`src/rtl/vess_pkg.sv`:
```
`timescale 1ns / 1ps

package vess_pkg;

    // output field widths, fixed by the result channel
    localparam int OUT_OFFSET_W = 32;
    localparam int OUT_COUNT_W  = 16;

    // result queue depth, holds two full bursts of two results
    localparam int QUEUE_DEPTH  = 4;
    localparam int QUEUE_PTR_W  = $clog2(QUEUE_DEPTH);
    localparam int QUEUE_CNT_W  = $clog2(QUEUE_DEPTH + 1);

    // codec modes
    localparam logic [1:0] MODE_MPEG2   = 2'd0;
    localparam logic [1:0] MODE_H264    = 2'd1;
    localparam logic [1:0] MODE_H265    = 2'd2;
    localparam logic [1:0] MODE_UNKNOWN = 2'd3;

    // start code prefix last byte
    localparam logic [7:0] START_CODE_TAIL = 8'h01;

    // mpeg-2 start code values
    localparam logic [7:0] MPEG2_SEQ_HDR = 8'hB3;
    localparam logic [7:0] MPEG2_PICTURE = 8'h00;

    // h.264 nal unit types
    localparam logic [4:0] H264_SPS       = 5'd7;
    localparam logic [4:0] H264_SLICE     = 5'd1;
    localparam logic [4:0] H264_IDR_SLICE = 5'd5;

    // h.265 nal unit types
    localparam logic [5:0] H265_VPS     = 6'd33;
    localparam logic [5:0] H265_VCL_MAX = 6'd21;

    typedef enum logic [1:0] {
        KIND_NONE     = 2'd0,
        KIND_FRAME    = 2'd1,
        KIND_BOUNDARY = 2'd2
    } unit_kind_t;

    typedef struct packed {
        logic [OUT_OFFSET_W-1:0] segment_offset;
        logic [OUT_OFFSET_W-1:0] segment_size;
        logic [OUT_COUNT_W-1:0]  unit_count;
        logic [OUT_COUNT_W-1:0]  segment_index;
        logic                    final_segment;
        logic                    length_overflow;
    } result_t;

endpackage

```
`src/rtl/vess_classify.sv`:
```
`timescale 1ns / 1ps

module vess_classify
    import vess_pkg::*;
(
    input  logic [1:0]  codec_mode,
    input  logic [7:0]  type_byte,
    output unit_kind_t  kind
);

    logic [4:0] h264_type;
    logic [5:0] h265_type;

    assign h264_type = type_byte[4:0];
    assign h265_type = type_byte[6:1];

    // per-codec decode of the byte after the prefix
    always_comb begin
        kind = KIND_NONE;
        case (codec_mode)
            MODE_MPEG2: begin
                if (type_byte == MPEG2_SEQ_HDR) begin
                    kind = KIND_BOUNDARY;
                end else if (type_byte == MPEG2_PICTURE) begin
                    kind = KIND_FRAME;
                end
            end
            MODE_H264: begin
                if (h264_type == H264_SPS) begin
                    kind = KIND_BOUNDARY;
                end else if (h264_type == H264_SLICE || h264_type == H264_IDR_SLICE) begin
                    kind = KIND_FRAME;
                end
            end
            MODE_H265: begin
                if (h265_type == H265_VPS) begin
                    kind = KIND_BOUNDARY;
                end else if (h265_type <= H265_VCL_MAX) begin
                    kind = KIND_FRAME;
                end
            end
            MODE_UNKNOWN: begin
                kind = KIND_NONE;
            end
            default: begin
                kind = KIND_NONE;
            end
        endcase
    end

endmodule

```
`src/rtl/vess_core.sv`:
```
`timescale 1ns / 1ps

module vess_core
    import vess_pkg::*;
#(
    parameter int OFFSET_WIDTH = 32,
    parameter int COUNT_WIDTH  = 16
) (
    input  logic        aclk,
    input  logic        aresetn,
    input  logic        byte_en,
    input  logic [7:0]  data_byte,
    input  logic        end_of_stream,
    input  logic [1:0]  codec_mode,
    output result_t     slot0,
    output result_t     slot1,
    output logic [1:0]  push_cnt
);

    localparam int OXW = (OFFSET_WIDTH > OUT_OFFSET_W) ? OFFSET_WIDTH : OUT_OFFSET_W;
    localparam int CXW = (COUNT_WIDTH > OUT_COUNT_W) ? COUNT_WIDTH : OUT_COUNT_W;
    localparam logic [OFFSET_WIDTH-1:0] OFF_MAX = '1;
    localparam logic [COUNT_WIDTH-1:0]  CNT_MAX = '1;

    function automatic logic [OUT_OFFSET_W-1:0] fit_off(input logic [OFFSET_WIDTH-1:0] v);
        logic [OXW-1:0] w;
        w = OXW'(v);
        return w[OUT_OFFSET_W-1:0];
    endfunction

    function automatic logic [OUT_COUNT_W-1:0] fit_cnt(input logic [COUNT_WIDTH-1:0] v);
        logic [CXW-1:0] w;
        w = CXW'(v);
        return w[OUT_COUNT_W-1:0];
    endfunction

    logic [7:0]              hist_reg [4];
    logic [2:0]              hist_cnt_reg;
    logic [OFFSET_WIDTH-1:0] pos_reg;
    logic                    pos_sat_reg;
    logic                    open_reg;
    logic [OFFSET_WIDTH-1:0] open_off_reg;
    logic [COUNT_WIDTH-1:0]  open_frames_reg;
    logic [COUNT_WIDTH-1:0]  seg_idx_reg;

    logic [OFFSET_WIDTH-1:0] pos_next;
    logic                    pos_sat_next;
    logic                    open_next;
    logic [OFFSET_WIDTH-1:0] open_off_next;
    logic [COUNT_WIDTH-1:0]  open_frames_next;
    logic [COUNT_WIDTH-1:0]  seg_idx_next;

    logic                    pos_at_max;
    logic                    prefix_hit;
    logic                    lead_zero;
    logic [OFFSET_WIDTH-1:0] sc_base;
    logic [OFFSET_WIDTH-1:0] sc;
    unit_kind_t              kind;
    logic                    boundary;
    logic                    frame_unit;
    logic                    close_vld;
    logic                    eos_vld;
    logic [OFFSET_WIDTH-1:0] close_size;
    logic [OFFSET_WIDTH-1:0] eos_size;
    result_t                 close_res;
    result_t                 eos_res;

    vess_classify u_classify (
        .codec_mode (codec_mode),
        .type_byte  (data_byte),
        .kind       (kind)
    );

    // byte position, saturating with a sticky flag
    assign pos_at_max   = (pos_reg == OFF_MAX);
    assign pos_next     = pos_at_max ? pos_reg : pos_reg + OFFSET_WIDTH'(1);
    assign pos_sat_next = pos_sat_reg | pos_at_max;

    // 00 00 01 seen in the last three bytes, optional leading zero
    assign prefix_hit = (hist_cnt_reg >= 3'd3) && (hist_reg[2] == 8'h00) &&
                        (hist_reg[1] == 8'h00) && (hist_reg[0] == START_CODE_TAIL) &&
                        (pos_reg >= OFFSET_WIDTH'(3));
    assign sc_base    = pos_reg - OFFSET_WIDTH'(3);
    assign lead_zero  = (hist_cnt_reg == 3'd4) && (hist_reg[3] == 8'h00) &&
                        (sc_base != '0);
    assign sc         = lead_zero ? sc_base - OFFSET_WIDTH'(1) : sc_base;

    assign boundary   = prefix_hit && (kind == KIND_BOUNDARY);
    assign frame_unit = prefix_hit && (kind == KIND_FRAME);
    assign close_vld  = boundary && open_reg;

    // segment closed by a boundary
    assign close_size = (sc > open_off_reg) ? sc - open_off_reg : '0;

    always_comb begin
        close_res.segment_offset  = fit_off(open_off_reg);
        close_res.segment_size    = fit_off(close_size);
        close_res.unit_count      = fit_cnt(open_frames_reg);
        close_res.segment_index   = fit_cnt(seg_idx_reg);
        close_res.final_segment   = 1'b0;
        close_res.length_overflow = pos_sat_next;
    end

    // open segment after this byte's boundary or frame unit
    always_comb begin
        open_next        = open_reg | boundary;
        open_off_next    = boundary ? sc : open_off_reg;
        open_frames_next = open_frames_reg;
        if (boundary) begin
            open_frames_next = '0;
        end else if (frame_unit && open_reg && open_frames_reg != CNT_MAX) begin
            open_frames_next = open_frames_reg + COUNT_WIDTH'(1);
        end
        seg_idx_next = seg_idx_reg;
        if (close_vld && seg_idx_reg != CNT_MAX) begin
            seg_idx_next = seg_idx_reg + COUNT_WIDTH'(1);
        end
    end

    // last segment, runs to the end of the stream
    assign eos_vld  = end_of_stream && open_next;
    assign eos_size = (pos_next > open_off_next) ? pos_next - open_off_next : '0;

    always_comb begin
        eos_res.segment_offset  = fit_off(open_off_next);
        eos_res.segment_size    = fit_off(eos_size);
        eos_res.unit_count      = fit_cnt(open_frames_next);
        eos_res.segment_index   = fit_cnt(seg_idx_next);
        eos_res.final_segment   = 1'b1;
        eos_res.length_overflow = pos_sat_next;
    end

    // results in order, packed toward slot0, only on a byte transfer
    assign slot0    = close_vld ? close_res : eos_res;
    assign slot1    = eos_res;
    assign push_cnt = byte_en ? ({1'b0, close_vld} + {1'b0, eos_vld}) : 2'd0;

    // history bytes are payload, gated by the fill count
    always_ff @(posedge aclk) begin
        if (byte_en) begin
            hist_reg[3] <= hist_reg[2];
            hist_reg[2] <= hist_reg[1];
            hist_reg[1] <= hist_reg[0];
            hist_reg[0] <= data_byte;
        end
    end

    // stream state, cleared after the last byte
    always_ff @(posedge aclk) begin
        if (!aresetn) begin
            hist_cnt_reg    <= '0;
            pos_reg         <= '0;
            pos_sat_reg     <= 1'b0;
            open_reg        <= 1'b0;
            open_off_reg    <= '0;
            open_frames_reg <= '0;
            seg_idx_reg     <= '0;
        end else if (byte_en) begin
            if (end_of_stream) begin
                hist_cnt_reg    <= '0;
                pos_reg         <= '0;
                pos_sat_reg     <= 1'b0;
                open_reg        <= 1'b0;
                open_off_reg    <= '0;
                open_frames_reg <= '0;
                seg_idx_reg     <= '0;
            end else begin
                if (hist_cnt_reg != 3'd4) begin
                    hist_cnt_reg <= hist_cnt_reg + 3'd1;
                end
                pos_reg         <= pos_next;
                pos_sat_reg     <= pos_sat_next;
                open_reg        <= open_next;
                open_off_reg    <= open_off_next;
                open_frames_reg <= open_frames_next;
                seg_idx_reg     <= seg_idx_next;
            end
        end
    end

endmodule

```
`src/rtl/vess_res_queue.sv`:
```
`timescale 1ns / 1ps

module vess_res_queue
    import vess_pkg::*;
(
    input  logic        aclk,
    input  logic        aresetn,
    input  result_t     slot0,
    input  result_t     slot1,
    input  logic [1:0]  push_cnt,
    output logic        room_for_two,
    output logic        head_valid,
    input  logic        head_pop,
    output result_t     head
);

    result_t                mem [QUEUE_DEPTH];
    logic [QUEUE_PTR_W-1:0] wr_ptr_reg;
    logic [QUEUE_PTR_W-1:0] rd_ptr_reg;
    logic [QUEUE_CNT_W-1:0] count_reg;
    logic [QUEUE_PTR_W-1:0] wr_ptr_next;
    logic [QUEUE_PTR_W-1:0] rd_ptr_next;
    logic [QUEUE_CNT_W-1:0] count_next;
    logic                   pop;

    assign pop          = head_pop && head_valid;
    assign head_valid   = (count_reg != '0);
    assign room_for_two = (count_reg <= QUEUE_CNT_W'(QUEUE_DEPTH - 2));
    assign head         = mem[rd_ptr_reg];

    // pointer and fill count
    always_comb begin
        wr_ptr_next = wr_ptr_reg + QUEUE_PTR_W'(push_cnt);
        rd_ptr_next = rd_ptr_reg + QUEUE_PTR_W'(pop);
        count_next  = count_reg + QUEUE_CNT_W'(push_cnt) - QUEUE_CNT_W'(pop);
    end

    always_ff @(posedge aclk) begin
        if (!aresetn) begin
            wr_ptr_reg <= '0;
            rd_ptr_reg <= '0;
            count_reg  <= '0;
        end else begin
            wr_ptr_reg <= wr_ptr_next;
            rd_ptr_reg <= rd_ptr_next;
            count_reg  <= count_next;
        end
    end

    // result storage, up to two writes a cycle
    always_ff @(posedge aclk) begin
        if (push_cnt != 2'd0) begin
            mem[wr_ptr_reg] <= slot0;
        end
        if (push_cnt == 2'd2) begin
            mem[wr_ptr_reg + QUEUE_PTR_W'(1)] <= slot1;
        end
    end

endmodule

```
`src/rtl/video_es_segment_scanner.sv`:
```
`timescale 1ns / 1ps
// channel   direction  handshake                payload
// cfg       in         cfg_valid / cfg_ready    cfg_data (codec_mode)
// s         in         s_valid / s_ready        s_data_byte, s_end_of_stream
// m         out        m_valid / m_ready        segment offset, size, frames, index, flags
//
// one stream byte per cycle while s_ready is high; its results enter the result queue at the same edge
// and m_* is driven from the registered queue head, not from the byte in flight
// a byte yields zero, one or two results, two only when a boundary lands on the last byte
// s_ready is high while the four-entry result queue has room for two results
// synchronous active-low reset clears stream state and sets codec_mode to MPEG-2
// the last byte of a stream returns stream state to reset; codec_mode is kept

module video_es_segment_scanner
    import vess_pkg::*;
#(
    parameter int OFFSET_WIDTH = 32,
    parameter int COUNT_WIDTH  = 16
) (
    input  logic        aclk,
    input  logic        aresetn,

    input  logic        cfg_valid,
    output logic        cfg_ready,
    input  logic [1:0]  cfg_data,

    input  logic        s_valid,
    output logic        s_ready,
    input  logic [7:0]  s_data_byte,
    input  logic        s_end_of_stream,

    output logic        m_valid,
    input  logic        m_ready,
    output logic [31:0] m_segment_offset,
    output logic [31:0] m_segment_size,
    output logic [15:0] m_unit_count,
    output logic [15:0] m_segment_index,
    output logic        m_final_segment,
    output logic        m_length_overflow
);

    logic [1:0] codec_mode_reg;
    logic       byte_en;
    result_t    slot0;
    result_t    slot1;
    logic [1:0] push_cnt;
    result_t    head;

    assign cfg_ready = 1'b1;
    assign byte_en   = s_valid && s_ready;

    // codec mode register
    always_ff @(posedge aclk) begin
        if (!aresetn) begin
            codec_mode_reg <= MODE_MPEG2;
        end else if (cfg_valid && cfg_ready) begin
            codec_mode_reg <= cfg_data;
        end
    end

    vess_core #(
        .OFFSET_WIDTH (OFFSET_WIDTH),
        .COUNT_WIDTH  (COUNT_WIDTH)
    ) u_core (
        .aclk          (aclk),
        .aresetn       (aresetn),
        .byte_en       (byte_en),
        .data_byte     (s_data_byte),
        .end_of_stream (s_end_of_stream),
        .codec_mode    (codec_mode_reg),
        .slot0         (slot0),
        .slot1         (slot1),
        .push_cnt      (push_cnt)
    );

    vess_res_queue u_queue (
        .aclk         (aclk),
        .aresetn      (aresetn),
        .slot0        (slot0),
        .slot1        (slot1),
        .push_cnt     (push_cnt),
        .room_for_two (s_ready),
        .head_valid   (m_valid),
        .head_pop     (m_ready),
        .head         (head)
    );

    // result fields
    assign m_segment_offset  = head.segment_offset;
    assign m_segment_size    = head.segment_size;
    assign m_unit_count      = head.unit_count;
    assign m_segment_index   = head.segment_index;
    assign m_final_segment   = head.final_segment;
    assign m_length_overflow = head.length_overflow;

endmodule

```
`config.mk`:
```
export PLATFORM = sky130hd
export DESIGN_NAME = video_es_segment_scanner
export DESIGN_NICKNAME = d
export VERILOG_FILES = /design/src/rtl/vess_pkg.sv /design/src/rtl/vess_classify.sv /design/src/rtl/vess_core.sv /design/src/rtl/vess_res_queue.sv /design/src/rtl/video_es_segment_scanner.sv
export SDC_FILE = /design/constraint.sdc
export NUM_CORES = 1
export LEC_CHECK = 0
export BUFFER_PORTS_ARGS = -buffer_cell sky130_fd_sc_hd__buf_2
export CORE_ASPECT_RATIO = 0.5
export CORE_MARGIN = 2
export CORE_UTILIZATION = 60
export CTS_CLUSTER_DIAMETER = 200
export DETAILED_ROUTE_END_ITERATION = 10
export PLACE_DENSITY_LB_ADDON = 0.05
export SYNTH_ARGS = -nofsm -noshare
export SYNTH_HDL_FRONTEND = slang
export SYNTH_SLANG_ARGS = --single-unit
```
`constraint.sdc`:
```
create_clock -name aclk -period 13.4 [get_ports aclk]
set_input_delay 0 -clock aclk [delete_from_list [all_inputs] [get_ports aclk]]
set_output_delay 0 -clock aclk [all_outputs]
set_load 0.01 [all_outputs]
```
**Word level (Yosys, flattened, before mapping)**

Memories as Yosys holds them, arrays and structs flattened. A register that Yosys moved wholly into a read port is not among the register bits.
Index checks and enable logic that the tools add are counted.

- Bitwise gates (word level): 2
- Eq/ne operators: 17
- Multiplexer cells: 32
- Magnitude comparators: 6
- Add/subtract/negate cells: 14
- Reduce and logical (&&, ||, !) cells: 26

Operators with widths:

| kind | count |
|---|---|
| 32-bit two-way mux | 7 |
| 98-bit two-way mux | 1 |
| 16-bit two-way mux | 5 |
| 32-bit greater-than comparator | 2 |
| 32-bit subtractor | 2 |
| 16-bit by 1-bit adder with 16-bit output, second input constant | 2 |
| 32-bit by 1-bit adder with 32-bit output, second input constant | 1 |
| 32-bit == test, second input constant | 1 |
| 32-bit by 2-bit >= comparator with 1-bit output, second input constant | 1 |
| 8-bit logical NOT | 4 |
| 16-bit inequality test, second input constant | 2 |
| 32-bit nonzero test | 1 |
| 32-bit by 1-bit subtractor with 32-bit output, second input constant | 1 |
| 32-bit by 2-bit subtractor with 32-bit output, second input constant | 1 |
| 1-bit logical AND | 15 |
| 1-bit two-way mux | 11 |
| 5-bit by 3-bit == test with 1-bit output, second input constant | 2 |
| 2-bit two-way mux | 5 |
| 2-bit == test, second input constant | 4 |
| 8-bit by 1-bit == test with 1-bit output, second input constant | 1 |
| 8-bit == test, second input constant | 1 |
| 2-bit case mux with 4 select lines | 1 |
| 6-bit == test, second input constant | 1 |
| 6-bit by 5-bit <= comparator with 1-bit output, second input constant | 1 |
| 20 further kinds | 24 |

- Memory bits (writable): 424
- Memories: 2
- Logic and storage cells: 110
- Bits in registers: 110
- Output and inout port bits: 101

Memories:

| memory | words | width | read ports | clocked after memory_dff | write ports | RTL line | source |
|---|---|---|---|---|---|---|---|
| u_queue.mem | 4 | 98 | 1 | 1 | 2 | vess_res_queue.sv:17 | `result_t mem [QUEUE_DEPTH];` |
| u_core.hist_reg | 4 | 8 | 4 | 0 | 4 | vess_core.sv:37 | `logic [7:0] hist_reg [4];` |

**Logic depth before layout (Yosys ltp)**

Gate-level depths: netlist (run 1).

- Depth in word-level cells: 14
- Mapped depth: 28
- Gate-level depth less buffers: 24

**Modules after synthesis**

From an unflattened synthesis (run 1), not the netlist that was laid out.

- Cells, all modules: 2737
- Area total of the unflattened synthesis: 32260.9 sq um

By module, submodules not included:

| module | area each (sq um) | cells an instance | times used | seq. area each (sq um) |
|---|---|---|---|---|
| vess_res_queue | 19194.7 | 993 | 1 | 11911.4 |
| vess_core | 12863.6 | 1718 | 1 | 2982.9 |
| vess_classify | 112.6 | 17 | 1 | 0.0 |
| video_es_segment_scanner | 90.1 | 9 | 1 | 40.0 |

**Least setup slack after synthesis (run 1)**

No wires, ideal clock.

- Kind: register to register
- From: reg u_core.pos_reg[2]
- To: mem u_queue.mem[0][0] (netlist bit) (enable)
- Arrival: 6546 ps
- Clock period less this slack: 6996 ps
- Required time: 12950 ps
- Slack: 6404 ps
- Buffers on the path: 5
- Cell stages (with the launch flop): 19
- Cell sequence: dfxtp_1 clkbuf_1 inv_1 ha_1 a21boi_1 nand4_1 or3_1 clkbuf_1 or4_1 nand3_2 clkbuf_1 a21oi_1 ha_1 clkbuf_1 o21ai_1 nor3_1 nor2_1 clkbuf_1 inv_1

RTL lines:

| what | RTL line | source |
|---|---|---|
| start, declared | vess_core.sv:39 | `logic [OFFSET_WIDTH-1:0] pos_reg;` |
| start signal, assigned | vess_core.sv:171 | `pos_reg <= pos_next;` |
| end, declared | vess_res_queue.sv:17 |  |

==> results.cfg, run 1 <==
[clocking]
cts_tree = built
max-clock-path-buffers = 3
root_buffer = clkbuf_16
postCtsSetupBuffers = 0
path_clk_slew_ps = 70
ctsHtreeMaxLevel = 2
numCtsBuffers = 48
clkLatencyLatePin_ps = 590
cts.sink_count = 534

[placed_design]
dp_hpwl_um = 69790
place_congestion = 1.092
dp.cells = 3814
portBuffers = 115

[synth]
ys_types = 95
ys_seq_elements = 534
async_flop_share_pct = 0
synth_edf_count = 420
yosys.cell_count.top_type = nand2_1
synth_area_um2 = 31550
synth_seq_area_share_pct = 47.22
synth_nets = 3253
ys_warn_count = 0
synth_ff_type = edfxtp_1
synth-xor-area-share_pct = 4.474
synth_adder_area_share_pct = 3.363
netlist_top_cells_count = 431 x nand2_1, 420 x edfxtp_1, 378 x o21ai_0
netlist_instances = 3154
synth_compound_area_share_pct = 17.79
synth.area.mux_share_pct = 8.234
synth-simple-area-share_pct = 15.02
avgSynthCellArea_um2 = 10.00
synth_top_area_share_pct = 39.98
synth_top_area_cell = edfxtp_1
synthTopCellsByArea = edfxtp_1 40%, dfxtp_1 7.2%, mux4_2 7.0%
synth_top_family_by_area = compound AO/OA/AOI/OAI gates

[finish]
regArea_um2 = 14900
finalNonFillerCells = 3915
post-route-util_pct = 66.31
multiInputGateArea_um2 = 15510
drive_above_1_share_pct = 13.14
largest_reg_flops = 392
nets = 3276
nFillCells = 4074
largest-register = u_queue.mem
syn_to_final_growth_pct = 9.246

[power_and_ir_drop]
switching_share_pct = 24.94
power.leakage_nw = 10.15
p_int_mw = 2.778
p_per_area_nw_per_um2 = 107.4
ir_drop_v = 0.0001174
clockPowerShare_pct = 39.7
comb_power_share_pct = 10.5
p_switching_mw = 0.9232
seqPwrFrac_pct = 49.8

[run]
drv_cap = 0

[min_path]
whs_path_depth = 2
hp-class = in2reg

[sta]
worst_pin_slew_ps = 1391
slew_headroom_pct = 7.054
slew_violations = 0
rsz0062_at_grt = no
fin_crit_sh_pct = 62.39
fin_tns_setup_ps = 0
hold_viol_final = 0
fin_skew_ps = 20.05
setup_viol = 0
fin_crit_ps = 8360
clock.fmax_mhz = 119.6

[setup_path]
critical_path_arrival_ps = 8640
crit_path_end_kind = flop
critPathKind = reg2reg
start_kind = flop
cp.required_ps = 13680
cp_max_fo = 32
r2r_cells = 25

[floorplan]
start_util_pct = 60.70
core_area_um2 = 51970
floorplan.rows = 59
die_area_um2 = 54540
die_w_um = 328.3
ios = 117
die_h_um = 166.1

[grt]
grt_max_degree = 58
grt_pass1_wl_um = 155400
gr-total-overflow = 0
antenna_found_initial = 4
grt_use_total_pct = 37.70
grt_pass1_vias = 25048

[detailed_routing]
drtAntennaViolNets = 0
drt_iter0_drc = 4193
via_count = 26791
routedWlPerCell_um = 26.51
drtPass1Iterations = 6
routed_wirelength_um = 103800
via_per_inst = 6.843
drc = 0

[run_status]
status = finished, final reports clean
[critical path, stage by stage (launching register included)]
cell      delay (ps)
dfxtp_1          580
inv_1            200
ha_1             250
a21boi_1         520
nand4_1          250
or3_1            490
a31oi_1          180
o31a_1           260
a2111o_2         220
o21a_1           520
nand2_1          150
xnor2_1          820
inv_1            160
a21oi_1          400
ha_1             370
a21oi_1          180
o21ai_0          190
a21oi_1          310
o21ai_0          280
a21oi_1          420
a21oi_2          110
buf_4            260
nand2_1          320
nor2_1           100
a21oi_1          300
o22ai_1          170
[stage by stage]
stage	total power [mW]	area (um^2)	setup WS, ps	hold WS [ps]
finish	3.701	34460	5040	93.86
global route	3.803	34460	4704	103.6
CTS	3.703	34450	5400	84.04
detailed placement	2.265	32690	5510	217.9
global placement	2.258	32690	5481	215.0
floorplan	2.144	31550	6404	98.87
[final cells by class]
cell class	count	share of cell area [%]
antenna	3	0.02178
clock buffer	64	3.961
clock inverter	20	0.7661
inverter	107	1.194
multi-input combinational	2303	45.02
sequential	534	43.24
tap	701	2.545
timing repair buffer	183	3.253
[what timing repair did]
action	4_1_cts	5_1_grt
hold buffers	14	0
resized for setup	0	0
endpoints found under the hold margin	13	0
[power by group through the flow]
stage	clock network, mW	logic, mW	registers (mW)
after floorplan	0	0.300	1.84
after global placement	0	0.378	1.88
after detailed placement	0	0.383	1.88
after CTS	1.47	0.389	1.85
after global routing	1.54	0.418	1.85
final	1.47	0.389	1.84
[worst paths after layout]
kind	start	slack [ps]	end
hold / removal	aresetn	90	u_core.pos_reg[25]
hold reg to reg	u_core.hist_reg[0][0]	440	u_core.hist_reg[1][0]
setup reg to reg	u_core.pos_reg[2]	5040	u_queue.mem[2][41]
setup / recovery	u_core.pos_reg[2]	5040	u_queue.mem[2][41]
[cells in the final DEF (no fill, tap or decap), types with 7 or more instances in the layout]
cell type,synthesis,layout
o31ai_1,45,45
nand3_1,62,62
and3_1,35,35
dlygate4sd3_1,0,14
a211oi_1,21,20
nor3_1,53,51
clkbuf_1,183,9
mux2i_1,8,8
nand4_1,47,47
or3_1,35,35
buf_4,1,54
a21o_1,51,51
ha_1,80,80
xnor2_1,94,94
dfxtp_1,114,112
and2_1,35,35
o21ai_1,15,12
nor4_1,27,26
o21ai_0,378,378
a31oi_1,11,11
xor2_1,56,56
clkinv_2,0,7
inv_1,105,101
or2_2,9,9
clkbuf_16,0,51
and4_1,7,7
a22oi_1,19,19
mux4_2,98,98
nand2b_1,17,17
edfxtp_1,420,420
o22ai_1,101,101
o21a_1,21,21
buf_2,9,115
nand2_1,431,431
nor2_1,150,149
mux2_2,24,24
nor2b_1,47,47
o211ai_1,14,14
a21boi_0,20,20
a21oi_1,180,176
[layer usage]
layer	up-vias	track usage, %	wire [um]
met4	2	10.26	2839
met1	12979	55.48	43070
met3	224	9.830	13440
met5	-	0	13
li1	11807	-	-
met2	1779	55.41	44410
[logic make-up (layout without fill, tap and decap cells)]
logic type      count (synthesis)  in the layout
simple gates                  991            991
compound gates                939            939
flops                         534            534
buf+inv                       317            374
xor+xnor                      156            156
mux                           133            133
fa+ha+maj                      83             83
other cells                     1              4
No activity file was read; power rests on OpenSTA's default activity.
==> run 2: changes to the inputs <==
==> constraint.sdc (replaced) <==
create_clock -name aclk -period 8.05 [get_ports aclk]
set_input_delay 0 -clock aclk [delete_from_list [all_inputs] [get_ports aclk]]
set_output_delay 0 -clock aclk [all_outputs]
set_load 0.01 [all_outputs]
==> run 2 against run 1 <==
Effect of this change:
- sequential share of layout area decreased by 0.68 points
- clock power increased by 62%
- flip-flop and latch count unchanged
- hold slack improved by 53 ps
- combinational power increased by 67%
- clock skew increased by 20 ps
- sequential power increased by 68%
- first-iteration DRC count increased by 1.2%
- global-route usage increased by 1.3 points
- non-clock buffer count increased by 69
- register-to-register slack got worse by 4700 ps
==> results.cfg, run 2 (synthesis results as in run 1) <==
[run_status]
status = finished, final reports clean

[floorplan]
floorplan.rows = 59
core_area_um2 = 51970
die_w_um = 328.3
ios = 117
die_area_um2 = 54540
die_h_um = 166.1
start_util_pct = 60.70

[run]
drv_cap = 0

[detailed_routing]
drt_iter0_drc = 4242
drtAntennaViolNets = 0
drtPass1Iterations = 6
drc = 0
via_count = 27176
routedWlPerCell_um = 26.86
routed_wirelength_um = 107100
via_per_inst = 6.816

[sta]
fin_tns_setup_ps = 0
fin_crit_sh_pct = 96.10
worst_pin_slew_ps = 1236
rsz0062_at_grt = no
fin_skew_ps = 40.50
slew_headroom_pct = 17.60
fin_crit_ps = 7736
hold_viol_final = 0
clock.fmax_mhz = 129.3
setup_viol = 0
slew_violations = 0

[setup_path]
r2r_setup_slack_ps = 310
crit_path_end_kind = flop
cp.required_ps = 8380
cp_max_fo = 31
critical_path_arrival_ps = 8060
critPathKind = reg2reg
reg2reg_from = u_core.pos_reg[2]
r2r_cells = 25
r2r-end = u_queue.mem[0][39]
start_kind = flop

[finish]
syn_to_final_growth_pct = 10.99
nets = 3344
largest-register = u_queue.mem
layout_commonest_cell = nand2_1
post-route-util_pct = 67.37
drive_above_1_share_pct = 14.92
largest_reg_flops = 392
most-common-layout-cells = 431 x nand2_1, 420 x edfxtp_1, 378 x o21ai_0

[grt]
grt_max_degree = 80
grt_use_total_pct = 38.97
grt_pass1_vias = 25611
antenna_found_initial = 2
grt_pass1_wl_um = 160200
gr-total-overflow = 0

[power_and_ir_drop]
power_mw = 6.116
p_per_area_nw_per_um2 = 174.7
ir_drop_v = 0.0001812
power.leakage_nw = 10.50

[min_path]
hp-class = in2reg
min_to = u_core.pos_reg[31]
whs_path_depth = 5
holdCritStartpoint = s_end_of_stream

[clocking]
clkLatencyLatePin_ps = 620
root_buffer = clkbuf_16
cts_resized = 0
numCtsBuffers = 47
ctsHtreeMaxLevel = 2
cts.sink_count = 534
max-clock-path-buffers = 3
path_clk_slew_ps = 80
cts_tree = built

[placed_design]
dp_hpwl_um = 73000
place_congestion = 1.039
portBuffers = 115
[run 2: repair_timing]
| item | CTS | global route |
|---|---|---|
| setup buffers | 0 | 0 |
| endpoints found under the hold margin | 25 | 0 |
| hold buffers | 17 | 0 |
[run 2: worst max path at each step]
| stage | slack, ps | from | end |
|---|---|---|---|
| finish | 310 | u_core.pos_reg[2] | u_queue.mem[0][39] |
| global route | 4 | u_core.pos_reg[2] | u_queue.mem[2][62] |
| CTS | 590 | u_core.pos_reg[2] | u_queue.mem[0][39] |
| detailed placement | 650 | u_core.pos_reg[2] | u_queue.mem[0][39] |
| global placement | 740 | u_core.pos_reg[2] | u_queue.mem[0][39] |
| floorplan | 1050 | u_core.pos_reg[2] | u_queue.mem[0][0] |
[run 2: power by group]
| group | leakage, nW | switching (mW) | internal [mW] | total [mW] |
|---|---|---|---|---|
| combinational | 5.83 | 0.398 | 0.253 | 0.651 |
| clock | 0.767 | 1.08 | 1.29 | 2.38 |
| sequential | 3.90 | 0.0945 | 2.99 | 3.09 |
| total | 10.5 | 1.58 | 4.54 | 6.12 |
[run 2: layout make-up]
type	instances	area, um^2
diodes	2	5.005
clock buffers	65	1325
clock inverters	23	249.0
fillers	4106	16960
inverters	107	411.6
multi-input cells	2303	15500
flip-flops and latches	534	14900
well taps	701	877.1
repair buffers	252	1747
[run 2: per-stage QoR]
step | instances | hold slack (ps) | instance area (um^2) | worst slack (ps)
after CTS | 3985 | 118.4 | 35010 | 588.8
after detailed placement | 3880 | 217.9 | 33260 | 654.3
after floorplan | 3154 | 98.87 | 31550 | 1054
after global placement | 3880 | 220.1 | 33260 | 736.0
final | 3987 | 146.9 | 35010 | 313.6
after global routing | 3985 | 161.1 | 35010 | 4.251
[run 2: routing by layer]
layer | up-vias | wire (um) | GRT usage [%]
met5 | - | 0 | 0
met4 | 0 | 3451 | 12.17
met3 | 217 | 14780 | 10.26
met2 | 1840 | 45640 | 56.91
met1 | 13166 | 43210 | 57.00
li1 | 11953 | - | -
[run 2: worst max-delay path, stage by stage, from the launching register on]
cell	delay, ps
dfxtp_1	570
inv_1	180
ha_1	250
a21boi_1	340
nand4_1	210
or3_1	450
a31oi_1	180
o31a_1	270
a2111o_2	220
o21a_1	520
nand4_1	190
xnor2_1	590
buf_4	250
mux2_2	240
ha_1	340
a21oi_1	170
o21ai_0	150
a21oi_1	320
o21ai_0	280
a21oi_1	400
a21oi_2	130
buf_4	270
nand2_1	260
nor2_1	70
a21oi_1	440
o22ai_1	160
